==> src/sv/brfq_pkg.sv <==
// Shared types, codes and sizes for the bounded request FIFO.
// No dependencies; brfq_ctrl and the top level use this package.
package brfq_pkg;

    // Built depth of the entry store
    localparam int DEPTH = 16;
    localparam int PTR_W = (DEPTH > 1) ? $clog2(DEPTH) : 1;
    localparam int CNT_W = $clog2(DEPTH + 1);

    // Field widths
    localparam int ACT_W    = 2;
    localparam int FRAME_W  = 32;
    localparam int DATA_W   = 64;
    localparam int STATUS_W = 3;
    localparam int POL_W    = 2;
    localparam int CAP_W    = 5;
    localparam int CFG_A_W  = 2;
    localparam int CFG_D_W  = 5;
    localparam int CMP_W    = (CNT_W > CAP_W) ? CNT_W : CAP_W;
    localparam int ENTRY_W  = FRAME_W + DATA_W;

    // Stream widths
    localparam int IN_USED  = ACT_W + FRAME_W + DATA_W;
    localparam int IN_W     = ((IN_USED + 7) / 8) * 8;
    localparam int OUT_USED = STATUS_W + 1 + FRAME_W + FRAME_W + DATA_W + CAP_W + 1;
    localparam int OUT_W    = ((OUT_USED + 7) / 8) * 8;

    // Actions
    localparam logic [ACT_W-1:0] ACT_PUSH = 2'd0;
    localparam logic [ACT_W-1:0] ACT_POP  = 2'd1;
    localparam logic [ACT_W-1:0] ACT_SHUT = 2'd2;

    // Overflow policies
    localparam logic [POL_W-1:0] POL_BLOCK  = 2'd0;
    localparam logic [POL_W-1:0] POL_REJECT = 2'd1;
    localparam logic [POL_W-1:0] POL_DROP   = 2'd2;

    // Result status codes
    localparam logic [STATUS_W-1:0] ST_ACCEPTED      = 3'd0;
    localparam logic [STATUS_W-1:0] ST_ACCEPTED_DROP = 3'd1;
    localparam logic [STATUS_W-1:0] ST_REJECTED      = 3'd2;
    localparam logic [STATUS_W-1:0] ST_RETRY         = 3'd3;
    localparam logic [STATUS_W-1:0] ST_SHUTDOWN      = 3'd4;
    localparam logic [STATUS_W-1:0] ST_POPPED        = 3'd5;
    localparam logic [STATUS_W-1:0] ST_EMPTY         = 3'd6;

    // Configuration register indexes
    localparam logic [CFG_A_W-1:0] REG_POLICY   = 2'd0;
    localparam logic [CFG_A_W-1:0] REG_CAPACITY = 2'd1;

    localparam logic [CAP_W-1:0] CAPACITY_RESET = 5'd16;

    // Entry store access for one transaction
    typedef struct packed {
        logic               we;
        logic [PTR_W-1:0]   waddr;
        logic [ENTRY_W-1:0] wdata;
        logic               re;
        logic [PTR_W-1:0]   raddr;
    } mem_req_t;

    // Outcome of one transaction, held until the read data returns
    typedef struct packed {
        logic [STATUS_W-1:0] status;
        logic                dropped;
        logic                popped;
        logic [CAP_W-1:0]    occupancy;
        logic                shut;
    } meta_t;

endpackage

==> src/sv/brfq_ram.sv <==
// Generic single-port-write, single-port-read synchronous RAM, read-first.
// No dependencies.
module brfq_ram #(
    parameter int WIDTH = 96,
    parameter int DEPTH = 16
) (
    input  logic                                    clk,
    input  logic                                    we,
    input  logic [((DEPTH > 1) ? $clog2(DEPTH) : 1)-1:0] waddr,
    input  logic [WIDTH-1:0]                        wdata,
    input  logic                                    re,
    input  logic [((DEPTH > 1) ? $clog2(DEPTH) : 1)-1:0] raddr,
    output logic [WIDTH-1:0]                        rdata
);

    logic [WIDTH-1:0] mem [DEPTH];
    logic [WIDTH-1:0] rdata_reg;

    always_ff @(posedge clk)
    begin
        if (we)
        begin
            mem[waddr] <= wdata;
        end
        if (re)
        begin
            rdata_reg <= mem[raddr];
        end
    end

    assign rdata = rdata_reg;

endmodule

==> src/sv/brfq_ctrl.sv <==
// Queue control: pointers, count, shutdown flag, policy registers and the
// per-transaction decision. Depends on brfq_pkg.
module brfq_ctrl (
    input  logic                            clk,
    input  logic                            rst_n,
    input  logic                            cfg_wr_en,
    input  logic [brfq_pkg::CFG_A_W-1:0]    cfg_addr,
    input  logic [brfq_pkg::CFG_D_W-1:0]    cfg_wdata,
    input  logic                            accept,
    input  logic [brfq_pkg::ACT_W-1:0]      action,
    input  logic [brfq_pkg::FRAME_W-1:0]    req_frame,
    input  logic [brfq_pkg::DATA_W-1:0]     request_data,
    output brfq_pkg::mem_req_t              mem_req,
    output brfq_pkg::meta_t                 meta
);

    logic [brfq_pkg::PTR_W-1:0]  head_reg, head_next;
    logic [brfq_pkg::PTR_W-1:0]  tail_reg, tail_next;
    logic [brfq_pkg::CNT_W-1:0]  count_reg, count_next;
    logic                        shut_reg, shut_next;
    logic [brfq_pkg::POL_W-1:0]  policy_reg;
    logic [brfq_pkg::CAP_W-1:0]  capacity_reg;

    logic [brfq_pkg::CMP_W-1:0]  eff_cap;
    logic                        full;
    logic                        push_ok;
    logic                        drop;
    logic                        pop;
    logic                        take;
    logic [brfq_pkg::STATUS_W-1:0] status;

    function automatic logic [brfq_pkg::PTR_W-1:0] next_ptr(
        input logic [brfq_pkg::PTR_W-1:0] p
    );
        if (p == brfq_pkg::PTR_W'(brfq_pkg::DEPTH - 1))
        begin
            return '0;
        end
        return p + brfq_pkg::PTR_W'(1);
    endfunction

    // Clamp capacity to 1..DEPTH
    always_comb
    begin
        if (capacity_reg == '0)
        begin
            eff_cap = brfq_pkg::CMP_W'(1);
        end
        else if (brfq_pkg::CMP_W'(capacity_reg) > brfq_pkg::CMP_W'(brfq_pkg::DEPTH))
        begin
            eff_cap = brfq_pkg::CMP_W'(brfq_pkg::DEPTH);
        end
        else
        begin
            eff_cap = brfq_pkg::CMP_W'(capacity_reg);
        end
    end

    assign full = brfq_pkg::CMP_W'(count_reg) >= eff_cap;

    always_comb
    begin
        status    = brfq_pkg::ST_RETRY;
        push_ok   = 1'b0;
        drop      = 1'b0;
        pop       = 1'b0;
        shut_next = shut_reg;
        unique case (action)
            brfq_pkg::ACT_PUSH:
            begin
                if (shut_reg)
                begin
                    status = brfq_pkg::ST_SHUTDOWN;
                end
                else if (!full)
                begin
                    status  = brfq_pkg::ST_ACCEPTED;
                    push_ok = 1'b1;
                end
                else
                begin
                    case (policy_reg)
                        brfq_pkg::POL_BLOCK:
                        begin
                            status = brfq_pkg::ST_RETRY;
                        end
                        brfq_pkg::POL_DROP:
                        begin
                            status  = brfq_pkg::ST_ACCEPTED_DROP;
                            drop    = 1'b1;
                            push_ok = 1'b1;
                        end
                        default:
                        begin
                            status = brfq_pkg::ST_REJECTED;
                        end
                    endcase
                end
            end
            brfq_pkg::ACT_POP:
            begin
                if (count_reg == '0)
                begin
                    status = brfq_pkg::ST_EMPTY;
                end
                else
                begin
                    status = brfq_pkg::ST_POPPED;
                    pop    = 1'b1;
                end
            end
            brfq_pkg::ACT_SHUT:
            begin
                status    = brfq_pkg::ST_SHUTDOWN;
                shut_next = 1'b1;
            end
            default:
            begin
                status = brfq_pkg::ST_RETRY;
            end
        endcase
    end

    assign take       = pop | drop;
    assign head_next  = take ? next_ptr(head_reg) : head_reg;
    assign tail_next  = push_ok ? next_ptr(tail_reg) : tail_reg;
    assign count_next = count_reg + brfq_pkg::CNT_W'(push_ok) - brfq_pkg::CNT_W'(take);

    always_ff @(posedge clk or negedge rst_n)
    begin
        if (!rst_n)
        begin
            head_reg     <= '0;
            tail_reg     <= '0;
            count_reg    <= '0;
            shut_reg     <= 1'b0;
            policy_reg   <= brfq_pkg::POL_BLOCK;
            capacity_reg <= brfq_pkg::CAPACITY_RESET;
        end
        else
        begin
            if (accept)
            begin
                head_reg  <= head_next;
                tail_reg  <= tail_next;
                count_reg <= count_next;
                shut_reg  <= shut_next;
            end
            if (cfg_wr_en)
            begin
                unique case (cfg_addr)
                    brfq_pkg::REG_POLICY:   policy_reg   <= cfg_wdata[brfq_pkg::POL_W-1:0];
                    brfq_pkg::REG_CAPACITY: capacity_reg <= cfg_wdata;
                    default:                ;
                endcase
            end
        end
    end

    // Read-first RAM: a drop on a full store reads the head before the tail write lands
    assign mem_req.we    = accept & push_ok;
    assign mem_req.waddr = tail_reg;
    assign mem_req.wdata = {request_data, req_frame};
    assign mem_req.re    = accept & take;
    assign mem_req.raddr = head_reg;

    assign meta.status    = status;
    assign meta.dropped   = drop;
    assign meta.popped    = pop;
    assign meta.occupancy = brfq_pkg::CAP_W'(count_next);
    assign meta.shut      = shut_next;

endmodule

==> src/sv/bounded_request_fifo_overflow_policy_unit.sv <==
// Top level of the bounded request FIFO with selectable overflow policy.
// Depends on brfq_pkg, brfq_ram and brfq_ctrl.
//
//   Channel  Direction  Contents
//   s_*      in         one action per transaction: push, pop or shutdown
//   m_*      out        one result per action: status, evicted/popped entry, occupancy
//   cfg_*    in         register writes: 0 overflow policy, 1 capacity
//
// In each transaction the decision and pointer update happen at acceptance,
// the entry store returns the head entry in the next cycle, and the
// single pending slot holds the input side until that read has landed.
// Reset (rst_n low) empties the queue, clears the shutdown flag, sets policy to
// block and capacity to 16; entry contents are not cleared.
// A stalled result waits in the output register and a second one in the skid
// register, so one further action is taken while the consumer stalls.
module bounded_request_fifo_overflow_policy_unit (
    input  logic                            clk,
    input  logic                            rst_n,
    // Input stream
    input  logic                            s_tvalid,
    output logic                            s_tready,
    // [1:0] action, [33:2] frame, [97:34] request_data, rest zero
    input  logic [brfq_pkg::IN_W-1:0]       s_tdata,
    // Output stream
    output logic                            m_tvalid,
    input  logic                            m_tready,
    // [2:0] status, [3] dropped_valid, [35:4] dropped_frame, [67:36] popped_frame,
    // [131:68] popped_data, [136:132] occupancy, [137] is_shut_down, rest zero
    output logic [brfq_pkg::OUT_W-1:0]      m_tdata,
    // Configuration
    input  logic                            cfg_wr_en,
    input  logic [brfq_pkg::CFG_A_W-1:0]    cfg_addr,
    input  logic [brfq_pkg::CFG_D_W-1:0]    cfg_wdata
);

    localparam int FR_LO = brfq_pkg::ACT_W;
    localparam int DA_LO = brfq_pkg::ACT_W + brfq_pkg::FRAME_W;

    logic                                accept;
    brfq_pkg::mem_req_t                  mem_req;
    brfq_pkg::meta_t                     meta;
    logic [brfq_pkg::ENTRY_W-1:0]        rd_entry;

    // Pending transaction waiting for its read data
    logic                                pend_reg;
    brfq_pkg::meta_t                     pend_meta_reg;

    // Output register and skid stage
    logic                                out_valid_reg;
    logic [brfq_pkg::OUT_USED-1:0]       out_data_reg;
    logic                                skid_valid_reg;
    logic [brfq_pkg::OUT_USED-1:0]       skid_data_reg;

    logic                                out_free;
    logic [brfq_pkg::FRAME_W-1:0]        rd_frame;
    logic [brfq_pkg::DATA_W-1:0]         rd_data;
    logic [brfq_pkg::OUT_USED-1:0]       result;

    // Take a new action only when nothing is in flight and the skid slot is empty
    assign s_tready = !pend_reg && !skid_valid_reg;
    assign accept   = s_tvalid && s_tready;
    assign out_free = !out_valid_reg || m_tready;

    brfq_ctrl u_ctrl (
        .clk          (clk),
        .rst_n        (rst_n),
        .cfg_wr_en    (cfg_wr_en),
        .cfg_addr     (cfg_addr),
        .cfg_wdata    (cfg_wdata),
        .accept       (accept),
        .action       (s_tdata[brfq_pkg::ACT_W-1:0]),
        .req_frame    (s_tdata[DA_LO-1:FR_LO]),
        .request_data (s_tdata[brfq_pkg::IN_USED-1:DA_LO]),
        .mem_req      (mem_req),
        .meta         (meta)
    );

    // Frame number in the low bits of an entry, payload above it
    brfq_ram #(
        .WIDTH (brfq_pkg::ENTRY_W),
        .DEPTH (brfq_pkg::DEPTH)
    ) u_store (
        .clk   (clk),
        .we    (mem_req.we),
        .waddr (mem_req.waddr),
        .wdata (mem_req.wdata),
        .re    (mem_req.re),
        .raddr (mem_req.raddr),
        .rdata (rd_entry)
    );

    assign rd_frame = rd_entry[brfq_pkg::FRAME_W-1:0];
    assign rd_data  = rd_entry[brfq_pkg::ENTRY_W-1:brfq_pkg::FRAME_W];

    // Assemble the result; fields without meaning are zero
    assign result = {
        pend_meta_reg.shut,
        pend_meta_reg.occupancy,
        pend_meta_reg.popped  ? rd_data  : {brfq_pkg::DATA_W{1'b0}},
        pend_meta_reg.popped  ? rd_frame : {brfq_pkg::FRAME_W{1'b0}},
        pend_meta_reg.dropped ? rd_frame : {brfq_pkg::FRAME_W{1'b0}},
        pend_meta_reg.dropped,
        pend_meta_reg.status
    };

    always_ff @(posedge clk or negedge rst_n)
    begin
        if (!rst_n)
        begin
            pend_reg       <= 1'b0;
            out_valid_reg  <= 1'b0;
            skid_valid_reg <= 1'b0;
        end
        else
        begin
            // Advance the pending slot while the registered entry store read is in flight
            pend_reg <= accept;

            if (pend_reg)
            begin
                // Skid is empty here: accepting required it so
                if (out_free)
                begin
                    out_valid_reg <= 1'b1;
                end
                else
                begin
                    skid_valid_reg <= 1'b1;
                end
            end
            else if (skid_valid_reg && out_free)
            begin
                out_valid_reg  <= 1'b1;
                skid_valid_reg <= 1'b0;
            end
            else if (m_tready)
            begin
                out_valid_reg <= 1'b0;
            end
        end
    end

    // Payload registers: no reset
    always_ff @(posedge clk)
    begin
        if (accept)
        begin
            pend_meta_reg <= meta;
        end
        if (pend_reg)
        begin
            if (out_free)
            begin
                out_data_reg <= result;
            end
            else
            begin
                skid_data_reg <= result;
            end
        end
        else if (skid_valid_reg && out_free)
        begin
            out_data_reg <= skid_data_reg;
        end
    end

    assign m_tvalid = out_valid_reg;
    assign m_tdata  = {{(brfq_pkg::OUT_W - brfq_pkg::OUT_USED){1'b0}}, out_data_reg};

endmodule
==> config.mk <==
export PLATFORM = sky130hd
export DESIGN_NAME = bounded_request_fifo_overflow_policy_unit
export DESIGN_NICKNAME = d
export VERILOG_FILES = /design/src/sv/brfq_pkg.sv /design/src/sv/brfq_ram.sv /design/src/sv/brfq_ctrl.sv /design/src/sv/bounded_request_fifo_overflow_policy_unit.sv
export SDC_FILE = /design/constraint.sdc
export NUM_CORES = 2
export LEC_CHECK = 0
export BUFFER_PORTS_ARGS = -buffer_cell sky130_fd_sc_hd__buf_2
export CAP_MARGIN = 40
export CORE_MARGIN = 1.5
export CORE_UTILIZATION = 55
export DETAILED_ROUTE_END_ITERATION = 8
export GPL_TIMING_DRIVEN = 0
export PLACE_DENSITY = 0.72
export SLEW_MARGIN = 20
export SYNTH_ARGS = -nofsm -noshare
export SYNTH_HDL_FRONTEND = slang
export SYNTH_SLANG_ARGS = --single-unit
export TNS_END_PERCENT = 50
==> constraint.sdc <==
create_clock -name clk -period 7 [get_ports clk]
set_clock_uncertainty 0.15 [all_clocks]
set_input_delay 1.75 -clock clk [delete_from_list [all_inputs] [get_ports clk]]
set_output_delay 1.75 -clock clk [all_outputs]
set_load 0.005 [all_outputs]
==> metrics <==
status finished, final reports clean; final wirelength 161000 um; switching portion of total power 27.7%; Layout Utilization 63.4%; H-tree depth 4; total grt overflow 0; Final Instance Count excl. Fillers 5730; DR pass1 iterations 5; NumNets Final 3939; EDFF count, synth 1919; CTS clk-pin slew, worst paths roughly 60 ps; Core ar. roughly 130000 um^2; Hold WS 298 ps; Sw Pwr around 8.6 mW; initial antenna violation count 30; synthesized cell area 73900 um^2; Die Wd 370 um; postcts setup bufs 0; CTS tree built; # DRC 0; ys async rst share ~1.2%; Cell Int Power 22.5 mW; Syn-to-layout area delta 14.5%; Final Cycle Share 57.7%; Lkg Pwr roughly 27 nW; Final Hold Vio Count 0; vias post-DR 34800; Max FO, Critical Path 5; maximum number of pins on one net before global-route repair 56; register bit total from synthesis 1943; Via density around 6; clock network latency to the later pin of the worst-skew pair 810 ps; share of cells above drive strength 1 30.3%; Least-Margin Pin Slew 880 ps; min Tclk post-route 4040 ps; Reg power frac a little over two fifths; clock power share 31.3%; final instance area 84600 um^2; vias in the first global route 35200; Avg WL per Cell 28.1 um; Post-Place Cells about 5400; number of flip-flops in the largest register 1536; first-pass GRT wire length 235000 um; slew margin rel. 41.4%; startpoint types input port; RSZ-0062 raised after global routing no; Initial Utilization 55.4%; post-CTS sizing 0; Power Dens Cells 368 nW/um^2; sequential fraction of the synthesis area 78.8%; total track usage 23.9%; TritonCTS buffer count ~180; FMAX ~250 MHz; Slew Limit Fails 0; critical path class input port to register; Hold WC Path Type register to register; Synth Area per Inst 22.4 um^2; Detailed Place HPWL 99500 um; Top Ports 262; dpl ws 2140 ps; Comb pwr share 24.9%; die height 370 um; hold buffer count at CTS 0; final setup violation count 0; Arr. time, crit path 4570 ps; Row Count 134; clock buffer depth 3; top_reg_cell synth edfxtp_1; CTS root buf clkbuf_16; fin worst setup slack 2960 ps; DP Area 78700 um^2; Antenna Nets Post-Route 0; Yosys warnings 0; CTS sink cnt 1943; Post-Synthesis Cells between 3000 and 4000; peak supply drop 225 uV; maxcap violations 0; worst path required time 7530 ps; RePlAce Congestion between 0.7 and 0.8; total chip power between 30 and 40 mW; Netlist cell types 44; initial DRC count 3902; fillers ~9000; Setup TNS Final 0 ps; count of input and output buffers 249; endpoint type of the worst setup path register; die area 137000 um^2
[cell usage after synthesis, types with 9 or more instances]
| cell type | number | area (um^2) |
|---|---|---|
| clkbuf_1 | 88 | 330 |
| nand2_1 | 13 | 48.8 |
| mux4_2 | 384 | 8650 |
| a211oi_1 | 96 | 721 |
| mux2i_1 | 96 | 961 |
| nor2_1 | 12 | 45.0 |
| buf_4 | 25 | 188 |
| and3_1 | 17 | 106 |
| inv_1 | 17 | 63.8 |
| and2_1 | 131 | 820 |
| nor2b_1 | 99 | 619 |
| buf_2 | 41 | 205 |
| o21ai_0 | 9 | 45.0 |
| dfrtp_1 | 23 | 576 |
| ha_1 | 20 | 250 |
| buf_1 | 18 | 67.6 |
| a21oi_1 | 104 | 521 |
| edfxtp_1 | 1919 | 57600 |
| mux2_2 | 146 | 1640 |
[power by group through the flow]
stage	Sequential, mW	Combinational (mW)	Clock [mW]
final	13.6	7.73	9.74
after global routing	13.7	8.27	10.3
after CTS	13.6	7.82	9.87
after detailed placement	13.9	7.76	0
after global placement	14.0	7.56	0
after floorplan	13.9	5.11	0
[final cells by class]
class / instances / area, um^2 / share of cell area, %
timing repair buffer: 309 / 2510 / 2.96
multi-input combinational: 1169 / 14800 / 17.5
clock inverter: 95 / 867 / 1.02
buffer: 179 / 876 / 1.03
clock buffer: 240 / 5020 / 5.93
antenna: 10 / 25.0 / 0.0296
sequential: 1943 / 58200 / 68.8
tap: 1768 / 2210 / 2.61
inverter: 17 / 63.8 / 0.0754
[critical path: stages]
cell and delay [ps]:
buf_2 130, inv_1 80, ha_1 160, nand2b_1 120, or3_1 400, o21ai_2 270, ha_1 300, inv_1 60
ha_1 160, inv_1 60, fa_1 430, inv_1 70, a21oi_1 60, o21bai_1 150, xnor2_1 100, mux2_2 270
[per-layer routing]
metal | part of all wire (%) | global-route usage (%)
met5 | 0.071 | 0
met2 | 49 | 38.1
met4 | 2.5 | 6.99
met3 | 8.2 | 4.80
met1 | 41 | 33.8
[cell families after synthesis]
| group | share of synthesized area (%) |
|---|---|
| muxes | 15.3 |
| and+or+nand+nor | 2.32 |
| DFF | 78.8 |
| adders and majority gates | 0.379 |
| xor gates and xnor gates | 0.0711 |
| buffers and inverters | 1.26 |
| other | 0.00507 |
| AOI/OAI and AO/OA | 1.90 |
[worst paths after layout]
check	depth (start not counted)	to	startpoint	slack (ps)
hold / removal	0	skid_data_reg[132]$_DFFE_PP_	pend_meta_reg[1]$_DFFE_PP_	300
setup reg to reg	11	u_store.mem[0][49]$_DFFE_PP_	u_ctrl.capacity_reg[1]$_DFFE_PN0P_	3270
setup / recovery	16	u_ctrl.count_reg[4]$_DFFE_PN0P_	s_tdata[1]	2960
hold reg to reg	0	skid_data_reg[132]$_DFFE_PP_	pend_meta_reg[1]$_DFFE_PP_	300
min in group asynchronous	1	u_ctrl.head_reg[1]$_DFFE_PN0P_	rst_n	840
max in group asynchronous	1	m_tvalid$_DFFE_PN0P_	rst_n	5400
[cells in the final DEF, fill, tap and decap left out, types with 17 or more instances in the layout]
master / instances
buf_1: 18
edfxtp_1: 1919
buf_4: 25
mux4_2: 384
a21oi_1: 104
clkinv_1: 39
clkinv_2: 31
nor2b_1: 99
mux2i_1: 96
buf_12: 35
buf_16: 17
ha_1: 20
clkbuf_16: 190
a211oi_1: 96
and2_1: 130
mux2_2: 146
dfrtp_1: 23
buf_2: 290
clkbuf_1: 125
inv_1: 17
No activity file was read; power rests on OpenSTA's default activity.
